**src/hw/rtl/mm_pkg.sv**
```systemverilog
`timescale 1ns / 1ps
// ----------------------------------------------------------------------------
// mm_pkg
// Shared widths, types and sequencer codes for the modular exponentiation
// core.
// ----------------------------------------------------------------------------
package mm_pkg;

  // datapath width and width of the transaction fields
  localparam int unsigned WIDTH  = 32;
  localparam int unsigned DataW  = 32;
  localparam int unsigned CntW   = (WIDTH > 1) ? $clog2(WIDTH) : 1;

  typedef logic [WIDTH-1:0] word_t;
  typedef logic [DataW-1:0] field_t;
  typedef logic [CntW-1:0]  cnt_t;

  typedef enum logic [2:0] {
    StIdle,
    StReduce,
    StCheck,
    StMulAcc,
    StMulSq,
    StFinish
  } mm_state_e;

  // sequencer -> datapath
  typedef struct packed {
    logic in_ready;
    logic accept;
    logic mul_step;
    logic sel_reduce;
    logic start_acc;
    logic start_sq;
    logic end_reduce;
    logic end_acc;
    logic end_sq;
    logic out_load;
  } mm_ctrl_t;

  // datapath -> sequencer
  typedef struct packed {
    logic in_valid;
    logic mod_zero;
    logic exp_zero;
    logic exp_lsb;
    logic cnt_last;
    logic out_busy;
  } mm_status_t;

endpackage

```
**src/hw/rtl/mm_in_if.sv**
```systemverilog
`timescale 1ns / 1ps
// ----------------------------------------------------------------------------
// mm_in_if
// Operand channel: base, exponent and modulus with valid/ready handshake.
// ----------------------------------------------------------------------------
interface mm_in_if;
  logic             valid;
  logic             ready;
  mm_pkg::field_t   base_value;
  mm_pkg::field_t   exponent;
  mm_pkg::field_t   modulus;

  modport source (output valid, output base_value, output exponent,
                  output modulus, input ready);
  modport sink   (input valid, input base_value, input exponent,
                  input modulus, output ready);
endinterface

```
**src/hw/rtl/mm_out_if.sv**
```systemverilog
`timescale 1ns / 1ps
// ----------------------------------------------------------------------------
// mm_out_if
// Result channel: reduced power and modulus error flag with valid/ready.
// ----------------------------------------------------------------------------
interface mm_out_if;
  logic             valid;
  logic             ready;
  mm_pkg::field_t   power_result;
  logic             modulus_error;

  modport source (output valid, output power_result, output modulus_error,
                  input ready);
  modport sink   (input valid, input power_result, input modulus_error,
                  output ready);
endinterface

```
**src/hw/rtl/modular_exponentiation_core.sv**
```systemverilog
// Sequence: after acceptance the base is reduced, then each exponent bit up to the top
//   set bit takes a squaring, preceded by an accumulator multiply when the bit is set;
//   a zero modulus goes straight to the result load.
// Throughput: one transaction at a time, the next taken the cycle after the result
//   is loaded; each exponent bit is one or two products on the shared step unit.
// Reset: rst_ni clears the sequencer and the output valid flag.
`timescale 1ns / 1ps
// ----------------------------------------------------------------------------
// modular_exponentiation_core
// Right-to-left square-and-multiply modular exponentiation with a single
// shared shift-add reduction unit.
// ----------------------------------------------------------------------------
module modular_exponentiation_core (
  input  logic clk_i,
  input  logic rst_ni,
  mm_in_if.sink    in_i,
  mm_out_if.source out_o
);
  import mm_pkg::*;

  mm_ctrl_t   ctrl;
  mm_status_t status;

  word_t mod_q, mod_d;
  word_t exp_q, exp_d;
  word_t sq_q, sq_d;
  word_t acc_q, acc_d;
  word_t r_q, r_d;
  word_t mplr_q, mplr_d;
  cnt_t  cnt_q, cnt_d;
  logic  err_q, err_d;
  word_t addend;
  word_t r_next;
  word_t mod_in;
  logic  out_valid_q, out_valid_d;
  field_t res_q, res_d;
  logic  res_err_q, res_err_d;

  assign mod_in = WIDTH'(in_i.modulus);

  // sequencer
  mm_ctrl u_ctrl (
    .clk_i    (clk_i),
    .rst_ni   (rst_ni),
    .status_i (status),
    .ctrl_o   (ctrl)
  );

  assign status.in_valid = in_i.valid;
  assign status.mod_zero = (mod_in == '0);
  assign status.exp_zero = (exp_q == '0);
  assign status.exp_lsb  = exp_q[0];
  assign status.cnt_last = (cnt_q == '0);
  assign status.out_busy = out_valid_q && !out_o.ready;

  // shared reduction step; base reduction multiplies by one
  assign addend = mplr_q[WIDTH-1] ? (ctrl.sel_reduce ? word_t'(1) : sq_q) : '0;

  mm_step_unit u_step (
    .r_i      (r_q),
    .addend_i (addend),
    .mod_i    (mod_q),
    .r_o      (r_next)
  );

  // operand and working registers
  always_comb begin
    mod_d  = mod_q;
    exp_d  = exp_q;
    sq_d   = sq_q;
    acc_d  = acc_q;
    r_d    = r_q;
    mplr_d = mplr_q;
    cnt_d  = cnt_q;
    err_d  = err_q;
    if (ctrl.mul_step) begin
      r_d    = r_next;
      mplr_d = {mplr_q[WIDTH-2:0], 1'b0};
      cnt_d  = cnt_q - cnt_t'(1);
    end
    if (ctrl.end_reduce) begin
      sq_d = r_next;
    end
    if (ctrl.end_acc) begin
      acc_d = r_next;
    end
    if (ctrl.end_sq) begin
      sq_d  = r_next;
      exp_d = exp_q >> 1;
    end
    if (ctrl.start_acc) begin
      r_d    = '0;
      mplr_d = acc_q;
      cnt_d  = cnt_t'(WIDTH - 1);
    end
    if (ctrl.start_sq) begin
      r_d    = '0;
      // squaring right after an accumulate takes the current square
      mplr_d = sq_q;
      cnt_d  = cnt_t'(WIDTH - 1);
    end
    if (ctrl.accept) begin
      mod_d  = mod_in;
      exp_d  = WIDTH'(in_i.exponent);
      acc_d  = word_t'(1);
      r_d    = '0;
      mplr_d = WIDTH'(in_i.base_value);
      cnt_d  = cnt_t'(WIDTH - 1);
      err_d  = (mod_in == '0);
    end
  end

  always_ff @(posedge clk_i) begin
    mod_q  <= mod_d;
    exp_q  <= exp_d;
    sq_q   <= sq_d;
    acc_q  <= acc_d;
    r_q    <= r_d;
    mplr_q <= mplr_d;
    cnt_q  <= cnt_d;
    err_q  <= err_d;
  end

  // output register
  always_comb begin
    out_valid_d = out_valid_q;
    res_d       = res_q;
    res_err_d   = res_err_q;
    if (out_valid_q && out_o.ready) begin
      out_valid_d = 1'b0;
    end
    if (ctrl.out_load) begin
      out_valid_d = 1'b1;
      res_d       = err_q ? '0 : DataW'(acc_q);
      res_err_d   = err_q;
    end
  end

  always_ff @(posedge clk_i or negedge rst_ni) begin
    if (!rst_ni) begin
      out_valid_q <= 1'b0;
    end else begin
      out_valid_q <= out_valid_d;
    end
  end

  always_ff @(posedge clk_i) begin
    res_q     <= res_d;
    res_err_q <= res_err_d;
  end

  assign in_i.ready          = ctrl.in_ready;
  assign out_o.valid         = out_valid_q;
  assign out_o.power_result  = res_q;
  assign out_o.modulus_error = res_err_q;

`ifndef SYNTHESIS
  // zero modulus on an accepted transaction raises the error flag
  a_err_flag: assert property (@(posedge clk_i) disable iff (!rst_ni)
    (in_i.valid && in_i.ready && (mod_in == '0)) |=> err_q)
    else $error("zero modulus did not set the error flag");

  // partial remainder stays reduced while the step unit runs
  a_rem_reduced: assert property (@(posedge clk_i) disable iff (!rst_ni)
    ctrl.mul_step |-> (r_q < mod_q))
    else $error("partial remainder not below modulus");

  // square is reduced once the base reduction has finished
  a_sq_reduced: assert property (@(posedge clk_i) disable iff (!rst_ni)
    (ctrl.mul_step && !ctrl.sel_reduce) |-> (sq_q < mod_q))
    else $error("square not below modulus");

  // no new result is loaded over one still waiting
  a_no_overwrite: assert property (@(posedge clk_i) disable iff (!rst_ni)
    ctrl.out_load |-> !(out_valid_q && !out_o.ready))
    else $error("result register overwritten");
`endif

endmodule

```
**src/hw/rtl/mm_step_unit.sv**
```systemverilog
`timescale 1ns / 1ps
// ----------------------------------------------------------------------------
// mm_step_unit
// One shift-add reduction step: r_o = (2*r_i + addend_i) mod mod_i, for
// r_i, addend_i below mod_i (or addend of one).
// ----------------------------------------------------------------------------
module mm_step_unit (
  input  mm_pkg::word_t r_i,
  input  mm_pkg::word_t addend_i,
  input  mm_pkg::word_t mod_i,
  output mm_pkg::word_t r_o
);
  import mm_pkg::*;

  localparam int unsigned SumW = WIDTH + 2;

  logic [SumW-1:0] sum;
  logic [SumW-1:0] mod1;
  logic [SumW-1:0] mod2;
  logic [SumW-1:0] diff1;
  logic [SumW-1:0] diff2;

  // doubled remainder plus addend stays below three times the modulus
  assign sum   = {1'b0, r_i, 1'b0} + {2'b00, addend_i};
  assign mod1  = {2'b00, mod_i};
  assign mod2  = {1'b0, mod_i, 1'b0};
  assign diff1 = sum - mod1;
  assign diff2 = sum - mod2;

  always_comb begin
    if (sum >= mod2) begin
      r_o = diff2[WIDTH-1:0];
    end else if (sum >= mod1) begin
      r_o = diff1[WIDTH-1:0];
    end else begin
      r_o = sum[WIDTH-1:0];
    end
  end

endmodule

```
**src/hw/rtl/mm_ctrl.sv**
```systemverilog
`timescale 1ns / 1ps
// ----------------------------------------------------------------------------
// mm_ctrl
// Sequencer: base reduction, then per exponent bit an optional accumulator
// multiply and a squaring, each one multiplier bit per cycle.
// ----------------------------------------------------------------------------
module mm_ctrl (
  input  logic               clk_i,
  input  logic               rst_ni,
  input  mm_pkg::mm_status_t status_i,
  output mm_pkg::mm_ctrl_t   ctrl_o
);
  import mm_pkg::*;

  mm_state_e state_q, state_d;

  // state register
  always_ff @(posedge clk_i or negedge rst_ni) begin
    if (!rst_ni) begin
      state_q <= StIdle;
    end else begin
      state_q <= state_d;
    end
  end

  // next state and control outputs
  always_comb begin
    state_d = state_q;
    ctrl_o  = '0;
    case (state_q)
      StIdle: begin
        ctrl_o.in_ready = 1'b1;
        if (status_i.in_valid) begin
          ctrl_o.accept = 1'b1;
          state_d = status_i.mod_zero ? StFinish : StReduce;
        end
      end
      StReduce: begin
        ctrl_o.mul_step   = 1'b1;
        ctrl_o.sel_reduce = 1'b1;
        if (status_i.cnt_last) begin
          ctrl_o.end_reduce = 1'b1;
          state_d = StCheck;
        end
      end
      StCheck: begin
        if (status_i.exp_zero) begin
          state_d = StFinish;
        end else if (status_i.exp_lsb) begin
          ctrl_o.start_acc = 1'b1;
          state_d = StMulAcc;
        end else begin
          ctrl_o.start_sq = 1'b1;
          state_d = StMulSq;
        end
      end
      StMulAcc: begin
        ctrl_o.mul_step = 1'b1;
        if (status_i.cnt_last) begin
          ctrl_o.end_acc  = 1'b1;
          ctrl_o.start_sq = 1'b1;
          state_d = StMulSq;
        end
      end
      StMulSq: begin
        ctrl_o.mul_step = 1'b1;
        if (status_i.cnt_last) begin
          ctrl_o.end_sq = 1'b1;
          state_d = StCheck;
        end
      end
      StFinish: begin
        if (!status_i.out_busy) begin
          ctrl_o.out_load = 1'b1;
          state_d = StIdle;
        end
      end
      default: begin
        state_d = StIdle;
      end
    endcase
  end

endmodule

```
**src/flat_wrapper.sv**
```systemverilog
// flat-port wrapper written by rule: the top's interface ports become plain ports
module modular_exponentiation_core_flat import mm_pkg::*;
  (clk_i, rst_ni, in_i_valid, in_i_base_value, in_i_exponent, in_i_modulus, in_i_ready, out_o_valid, out_o_power_result, out_o_modulus_error, out_o_ready);
  mm_in_if in_i_i ();
  mm_out_if out_o_i ();
  input  logic clk_i;
  input  logic rst_ni;
  input wire logic [$bits(in_i_i.valid)-1:0] in_i_valid;
  input wire logic [$bits(in_i_i.base_value)-1:0] in_i_base_value;
  input wire logic [$bits(in_i_i.exponent)-1:0] in_i_exponent;
  input wire logic [$bits(in_i_i.modulus)-1:0] in_i_modulus;
  output wire logic [$bits(in_i_i.ready)-1:0] in_i_ready;
  output wire logic [$bits(out_o_i.valid)-1:0] out_o_valid;
  output wire logic [$bits(out_o_i.power_result)-1:0] out_o_power_result;
  output wire logic [$bits(out_o_i.modulus_error)-1:0] out_o_modulus_error;
  input wire logic [$bits(out_o_i.ready)-1:0] out_o_ready;
  assign in_i_i.valid = in_i_valid;
  assign in_i_i.base_value = in_i_base_value;
  assign in_i_i.exponent = in_i_exponent;
  assign in_i_i.modulus = in_i_modulus;
  assign in_i_ready = in_i_i.ready;
  assign out_o_valid = out_o_i.valid;
  assign out_o_power_result = out_o_i.power_result;
  assign out_o_modulus_error = out_o_i.modulus_error;
  assign out_o_i.ready = out_o_ready;
  modular_exponentiation_core u_core (.clk_i(clk_i), .rst_ni(rst_ni), .in_i(in_i_i), .out_o(out_o_i));
endmodule
```
**config.mk**
```make
export PLATFORM = sky130hd
export DESIGN_NAME = modular_exponentiation_core_flat
export DESIGN_NICKNAME = d
export VERILOG_FILES = /design/src/hw/rtl/mm_pkg.sv /design/src/hw/rtl/mm_in_if.sv /design/src/hw/rtl/mm_out_if.sv /design/src/hw/rtl/modular_exponentiation_core.sv /design/src/hw/rtl/mm_step_unit.sv /design/src/hw/rtl/mm_ctrl.sv /design/src/flat_wrapper.sv
export SDC_FILE = /design/constraint.sdc
export NUM_CORES = 1
export LEC_CHECK = 0
export ABC_AREA = 1
export BUFFER_PORTS_ARGS = -buffer_cell sky130_fd_sc_hd__buf_2
export CORE_UTILIZATION = 30
export CTS_CLUSTER_SIZE = 8
export DETAILED_ROUTE_END_ITERATION = 10
export PLACE_DENSITY = 0.47
export SYNTH_ARGS = -nofsm -noshare
export SYNTH_HDL_FRONTEND = slang
export SYNTH_SLANG_ARGS = --single-unit
```
**constraint.sdc**
```tcl
create_clock -name clk_i -period 5.2 [get_ports clk_i]
set_input_delay 0.52 -clock clk_i [delete_from_list [all_inputs] [get_ports clk_i]]
set_output_delay 0.52 -clock clk_i [all_outputs]
set_load 0.02 [all_outputs]
```
* Word level (Yosys, flattened, before mapping)
Cells that the tools add are included.
Word-level totals: logic and storage cells 79, output and inout port bits 35, register bits after elaboration 235
Cells by class: reduce and logical (&&, ||, !) cells 15, add/sub/neg operators 4, equality and inequality tests 9, $lt $le $gt $ge 2, muxes and demuxes 37
Operator list (number):
- two-way mux 32 bit | 12
- zero test 32 bit | 2
- subtractor 32 bit | 2
- adder 33 x 32 -> 34 bit | 1
- >= comparator 34 x 32 -> 1 bit | 1
- >= comparator 34 x 33 -> 1 bit | 1
- two-way mux 3 bit | 7
- one-hot mux 3 bit (5 select lines) | 1
- two-way mux 1 bit | 14
- equality test 3 x 2 -> 1 bit, second input constant | 2
- equality test 3 bit, second input constant | 2
- nonzero test 2 bit | 3
- OR reduction 3 bit | 2
- zero test 5 bit | 1
- subtractor 5 x 1 -> 5 bit, second input constant | 1
- two-way mux 2 bit | 2
- inequality test 2 x 1 -> 1 bit, second input constant | 2
- inequality test 2 bit, second input constant | 2
- AND reduction 4 bit | 1
- nonzero test 4 bit | 1
- equality test 3 x 1 -> 1 bit, second input constant | 1
- zero test 3 bit | 1
- logical AND 1 bit | 2
- one-hot mux 1 bit (2 select lines) | 1
- other kinds (2) | 2

* Depth between registers and ports, before layout
depth in word-level cells 10, depth in mapped cells 37

* Hierarchy
From an unflattened synthesis, not the netlist that was laid out.
Second synthesis, totals: cell total of the unflattened synthesis 2416, area, all modules 16931.2 sq um
By module, submodules not included:
- modular_exponentiation_core | cells each 958, instances 1, area each 9354.0 sq um
- mm_step_unit | cells each 1403, instances 1, area each 7239.4 sq um
- mm_ctrl | cells each 55, instances 1, area each 337.8 sq um

* Least setup slack after synthesis
OpenSTA, ideal clock, no wires.
path type flip-flop to flip-flop, start register u_core.u_ctrl.state_q[2], end register u_core.sq_q[0] (data pin), period minus slack after synthesis 4.239 ns, stages on the path, launching flop included 30, data required time 4.945 ns, setup time 0.255 ns, data arrival time 3.984 ns, path slack 0.961 ns, cell sequence dfrtp_1 > nor3_1 > inv_1 > nand2_1 > clkbuf_1 > nor2_1 > ha_1 > nand2_1 > nor2_1 > nand2_1 > nand3_1 > nand2_1 > nand2_1 > nand2_1 > nand2_1 > nand2_1 > nand2_1 > inv_1 > ha_1 > a21o_1 > a21boi_0 > nand2_1 > a21oi_1 > nand2_1 > nand2_1 > nand2_2 > a21boi_4 > buf_6 > nand3_1 > and2_1
On the way: longest elaborated chain between the ends 10
RTL lines:
- start: declaration | RTL line mm_ctrl.sv:15 | mm_state_e state_q, state_d;
- start signal: assignment | RTL line mm_ctrl.sv:20 | state_q <= StIdle;
- start signal: assignment | RTL line mm_ctrl.sv:22 | state_q <= state_d;
- equality test 3 x 1 -> 1 bit (*) | RTL line mm_ctrl.sv:30 | case (state_q)
- two-way mux 1 bit (*) | RTL line mm_ctrl.sv:30
- two-way mux 32 bit (*) (2 in a row) | RTL line modular_exponentiation_core.sv:57 | assign addend = mplr_q[WIDTH-1] ? (ctrl.sel_reduce ? word_t'(1) : sq_q) : '0;
- adder 33 x 32 -> 34 bit (*) | RTL line mm_step_unit.sv:24 | assign sum = {1'b0, r_i, 1'b0} + {2'b00, addend_i};
- subtractor 32 bit / >= comparator 34 x 32 -> 1 bit (equally long branches) | RTL line mm_step_unit.sv:27, mm_step_unit.sv:33
- two-way mux 32 bit | RTL line mm_step_unit.sv:33 | end else if (sum >= mod1) begin
- two-way mux 32 bit (*) | RTL line mm_step_unit.sv:31 | if (sum >= mod2) begin
- via u_core.r_next[0] | RTL line modular_exponentiation_core.sv:33 | word_t r_next;
- two-way mux 32 bit | RTL line modular_exponentiation_core.sv:81 | if (ctrl.end_reduce) begin
- two-way mux 32 bit (*) | RTL line modular_exponentiation_core.sv:87 | if (ctrl.end_sq) begin
- end signal: assignment | RTL line modular_exponentiation_core.sv:116 | sq_q <= sq_d;
- end: declaration | RTL line modular_exponentiation_core.sv:26 | word_t sq_q, sq_d;
The timed path passes the listed nets; every way through them passes the cells marked *. The select of a mux whose other input is x is not followed. A chain may end at the register's enable or synchronous reset.

* Worst setup path in the final report
start register u_core.u_ctrl.state_q[0], end register u_core.sq_q[0] (data pin)
The elaborated chain is that of the path after synthesis.

==> metrics.md <==
| Metric | Value |
|---|---|
| Status | `completed` |
| FP Rows | `88` |
| Max cap viols | `0` |
| Maximum clock frequency | `~200 MHz` |
| Hold Vio Cnt, Final | `0` |
| Drt pass-1 iters | `7` |
| Internal power | `3.661 mW` |
| Post-Synthesis Cells | `2618` |
| Simple-gate share of the synthesized area | `35.70%` |
| CP most frequent cell | `nand2_1` |
| CP startpoint | `u_core.u_ctrl.state_q[0]$_DFFE_PN0P_` |
| Post-route ant nets | `0` |
| Syn Nets | `2817` |
| Layout Cells excl Fill | `3631` |
| Final Skew | `0.02977 ns` |
| Clock Power Share | `47.2%` |
| Post-synthesis sequential area ratio | `35.84%` |
| Power per cell area | `around 230 nW/um2` |
| Full die area | `60000 um2` |
| Crit-path max FO | `16` |
| Pleak | `between 10 and 15 nW` |
| Avg Inst Size Synth | `6.764 um2` |
| Num CTS Buffers | `36` |
| Reg2reg path depth | `31` |
| N_diodes | `0` |
| Register Area | `6346 um2` |
| Die height | `245.0 um` |
| CP max stage delay | `0.40 ns` |
| Clock transition at path regs | `~0.050 ns` |
| Required @ worst endpoint | `5.49 ns` |
| Minimum clock period | `4.899 ns` |
| Slowest CP cell | `ha_2` |
| #FFs+latches synth | `~240` |
| Overflow after GRT | `0` |
| Gr usage total | `21.61%` |
| Vias in the first global route | `17001` |
| Placed cells | `3561` |
| Hold Crit Class | `in -> reg` |
| Pwr Total | `approximately 4.8 mW` |
| Fillers | `about 6300` |
| Design area | `21370 um2` |
| Total clock sinks | `235` |
| Startpoint types | `register` |
| 1st-iter DRT viols | `980` |
| Share of cells above drive strength 1 | `14.79%` |
| Final Cycle Share | `94.22%` |
| Dpl hpwl | `53460 um` |
| Final Slew Violations | `0` |
| Mapped Area | `17710 um2` |
| Pin count of the biggest net entering global routing | `93` |
| WL per Instance | `approximately 18 um` |
| Yosys warnings | `0` |
| DR vias/cell | `4.735` |
| First-pass GRT wire length | `98370 um` |
| Clk root buf | `clkbuf_16` |
| Initial Utilization | `30.52%` |
| Mux cell area share after synthesis | `0.06359%` |
| Switching power | `1.174 mW` |
| CP arrival | `5.19 ns` |
| Synth Area in Compound Gates | `6.557%` |
| Combinational Power Share | `7.2%` |
| Clock latency on the worst-skew pair | `0.56 ns` |
| Via count | `between 15000 and 20000` |
| Clock H-tree levels | `2` |
| Xor and xnor area share after synthesis | `~2.7%` |
| Switching share of power | `24.29%` |
| Hold WS | `0.1534 ns` |
| Boundary pin count | `135` |
| Final setup fails | `0` |
| Yosys cell types | `47` |
| Adder-cell share of the synthesized area | `7.122%` |
| Final WL | `65560 um` |
| Antenna violations before repair | `0` |
| Setup TNS | `0 ns` |
| Worst vdd ir | `0.1972 mV` |
| WHS Path Cells | `1` |
| Setup crit end kind | `register` |
| Drt drc | `0` |
| Placement Cell Area | `between 15000 and 20000 um2` |
| Die X | `245.0 um` |
| Footprint of the multi-input gates | `9467 um2` |
| RSZ-0062 raised after global routing | `true` |
| Gpl congestion | `slightly below 1` |
| Worst-Margin Slew | `1.178 ns` |
| Maximum clock insertion buffer count | `3` |
| Rel. slew slack | `21.39%` |
| Part of the power in registers | `45.6%` |
| # nets final | `approximately 3000` |
| Area Growth Syn to Fin | `20.70%` |
| Min-delay src | `in_i_modulus[13]` |
| Core Area | `about 58000 um2` |
| TritonCTS clock tree | `done` |
| Port Buffer Count | `134` |
| Largest family of logic cells by synthesized area | `simple AND/OR/NAND/NOR gates` |
| Setup Crit Path Kind | `reg -> reg` |
| Reg-to-Reg Start | `u_core.u_ctrl.state_q[0]$_DFFE_PN0P_` |
-- synthesized netlist by cell type, drive strengths merged --
master | n | area share [%]
a21boi | 6 | 0.32
a21o | 2 | 0.085
a21oi | 119 | 3.4
a31oi | 3 | 0.11
and2 | 9 | 0.32
and3 | 3 | 0.11
buf | 32 | 1.1
clkbuf | 37 | 0.78
clkinv | 5 | 0.11
dfrtp | 4 | 0.57
dfxtp | 69 | 7.8
edfxtp | 162 | 27
fa | 3 | 0.34
ha | 96 | 6.8
inv | 473 | 10
mux2 | 1 | 0.064
nand2 | 944 | 20
nand3 | 171 | 5.7
nand3b | 12 | 0.51
nand4 | 91 | 3.2
nor2 | 205 | 4.5
nor3 | 16 | 0.48
nor4 | 11 | 0.39
o211a | 1 | 0.057
o211ai | 3 | 0.13
o21ai | 64 | 1.8
o21bai | 15 | 0.64
o22ai | 1 | 0.035
or2 | 5 | 0.18
xnor2 | 19 | 0.94
xor2 | 36 | 1.8
-- layer usage --
metal  up-vias  wire length (um)  global-route usage [%]  part of all wire, %
li1       8752                 -                       -                    -
met1      7946             31000                   29.67                   47
met2       394             28620                   33.58                   44
met3       100              3355                   3.466                  5.1
met4         0              2586                   8.805                  3.9
met5         -                 0                       0                    0
-- cell usage in the layout, fill, tap and decap left out, drive strengths merged --
cell type	netlist	layout
a21boi	6	6
a21o	2	2
a21oi	119	119
a31oi	3	3
and2	9	9
and3	3	3
buf	32	250
clkbuf	37	63
clkinv	5	6
dfrtp	4	4
dfxtp	69	69
dlygate4sd3	0	1
edfxtp	162	162
fa	3	3
ha	96	96
inv	473	475
mux2	1	1
nand2	944	944
nand3	171	171
nand3b	12	12
nand4	91	91
nor2	205	205
nor3	16	16
nor4	11	11
o211a	1	1
o211ai	3	3
o21ai	64	64
o21bai	15	15
o22ai	1	1
or2	5	5
xnor2	19	19
xor2	36	36
-- cell families after synthesis --
logic type                 after synthesis
AOI/OAI and AO/OA                      214
xor gates and xnor gates                55
adders and majority gates               99
buffers and inverters                  547
DFF                                    235
muxes                                    1
and+or+nand+nor                       1467
-- timing repair --
action,4_1_cts,5_1_grt
gates cloned,0,2
buffers inserted,2,1
resized for setup,3,54
hold buffers,1,0
hold endpoints to repair,4,0
endpoints found under the setup margin,38,96
pin swaps,1,5
-- critical path: cells and delay by family (launching register included) --
family,cells,cell delay [ns]
fa+ha+maj,2,0.79
compound gates,2,0.29
flops,1,0.36
buf+inv,6,0.72
simple gates,21,2.48
-- flip-flops by register name (all words and copies together) (netlist names), 3 cells and up --
signal	cells
u_core.acc_q	32
u_core.exp_q	32
u_core.mod_q	32
u_core.mplr_q	32
u_core.out_o.power_result	32
u_core.r_q	32
u_core.sq_q	32
u_core.cnt_q	5
u_core.u_ctrl.state_q	3
-- area by class of cell --
class | instances | share of cell area (%)
multi-input combinational | 1836 | 44.29
sequential | 235 | 29.69
inverter | 478 | 8.395
timing repair buffer | 253 | 7.997
clock buffer | 61 | 4.935
tap | 765 | 4.478
clock inverter | 3 | 0.2107
-- power groups by stage --
stage / clock, mW / combinational (mW) / sequential, mW
floorplan: 0 / 0.241 / 2.22
global placement: 0 / 0.350 / 2.23
detailed placement: 0 / 0.349 / 2.24
CTS: 2.36 / 0.351 / 2.20
global route: 2.42 / 0.409 / 2.22
finish: 2.28 / 0.348 / 2.20
-- metrics by stage --
step	utilization (%)	worst slack, ns
after detailed placement	34.43	-0.05436
after floorplan	-	0.9610
final	36.83	0.3005
after CTS	36.39	0.05158
after global placement	34.43	-0.02470
after global routing	36.83	-0.02734
-- worst paths after layout --
path	slack, ns	end
hold reg to reg	0.46	u_core.r_q[12]$_SDFFE_PP0P_
setup reg to reg	0.30	u_core.sq_q[0]$_DFFE_PP_
min in group asynchronous	0.33	u_core.u_ctrl.state_q[1]$_DFFE_PN0P_
hold / removal	0.15	u_core.mod_q[13]$_DFFE_PP_
max in group asynchronous	4.74	u_core.u_ctrl.state_q[2]$_DFFE_PN0P_
setup / recovery	0.30	u_core.sq_q[0]$_DFFE_PP_
No activity file was read; power rests on OpenSTA's default activity.
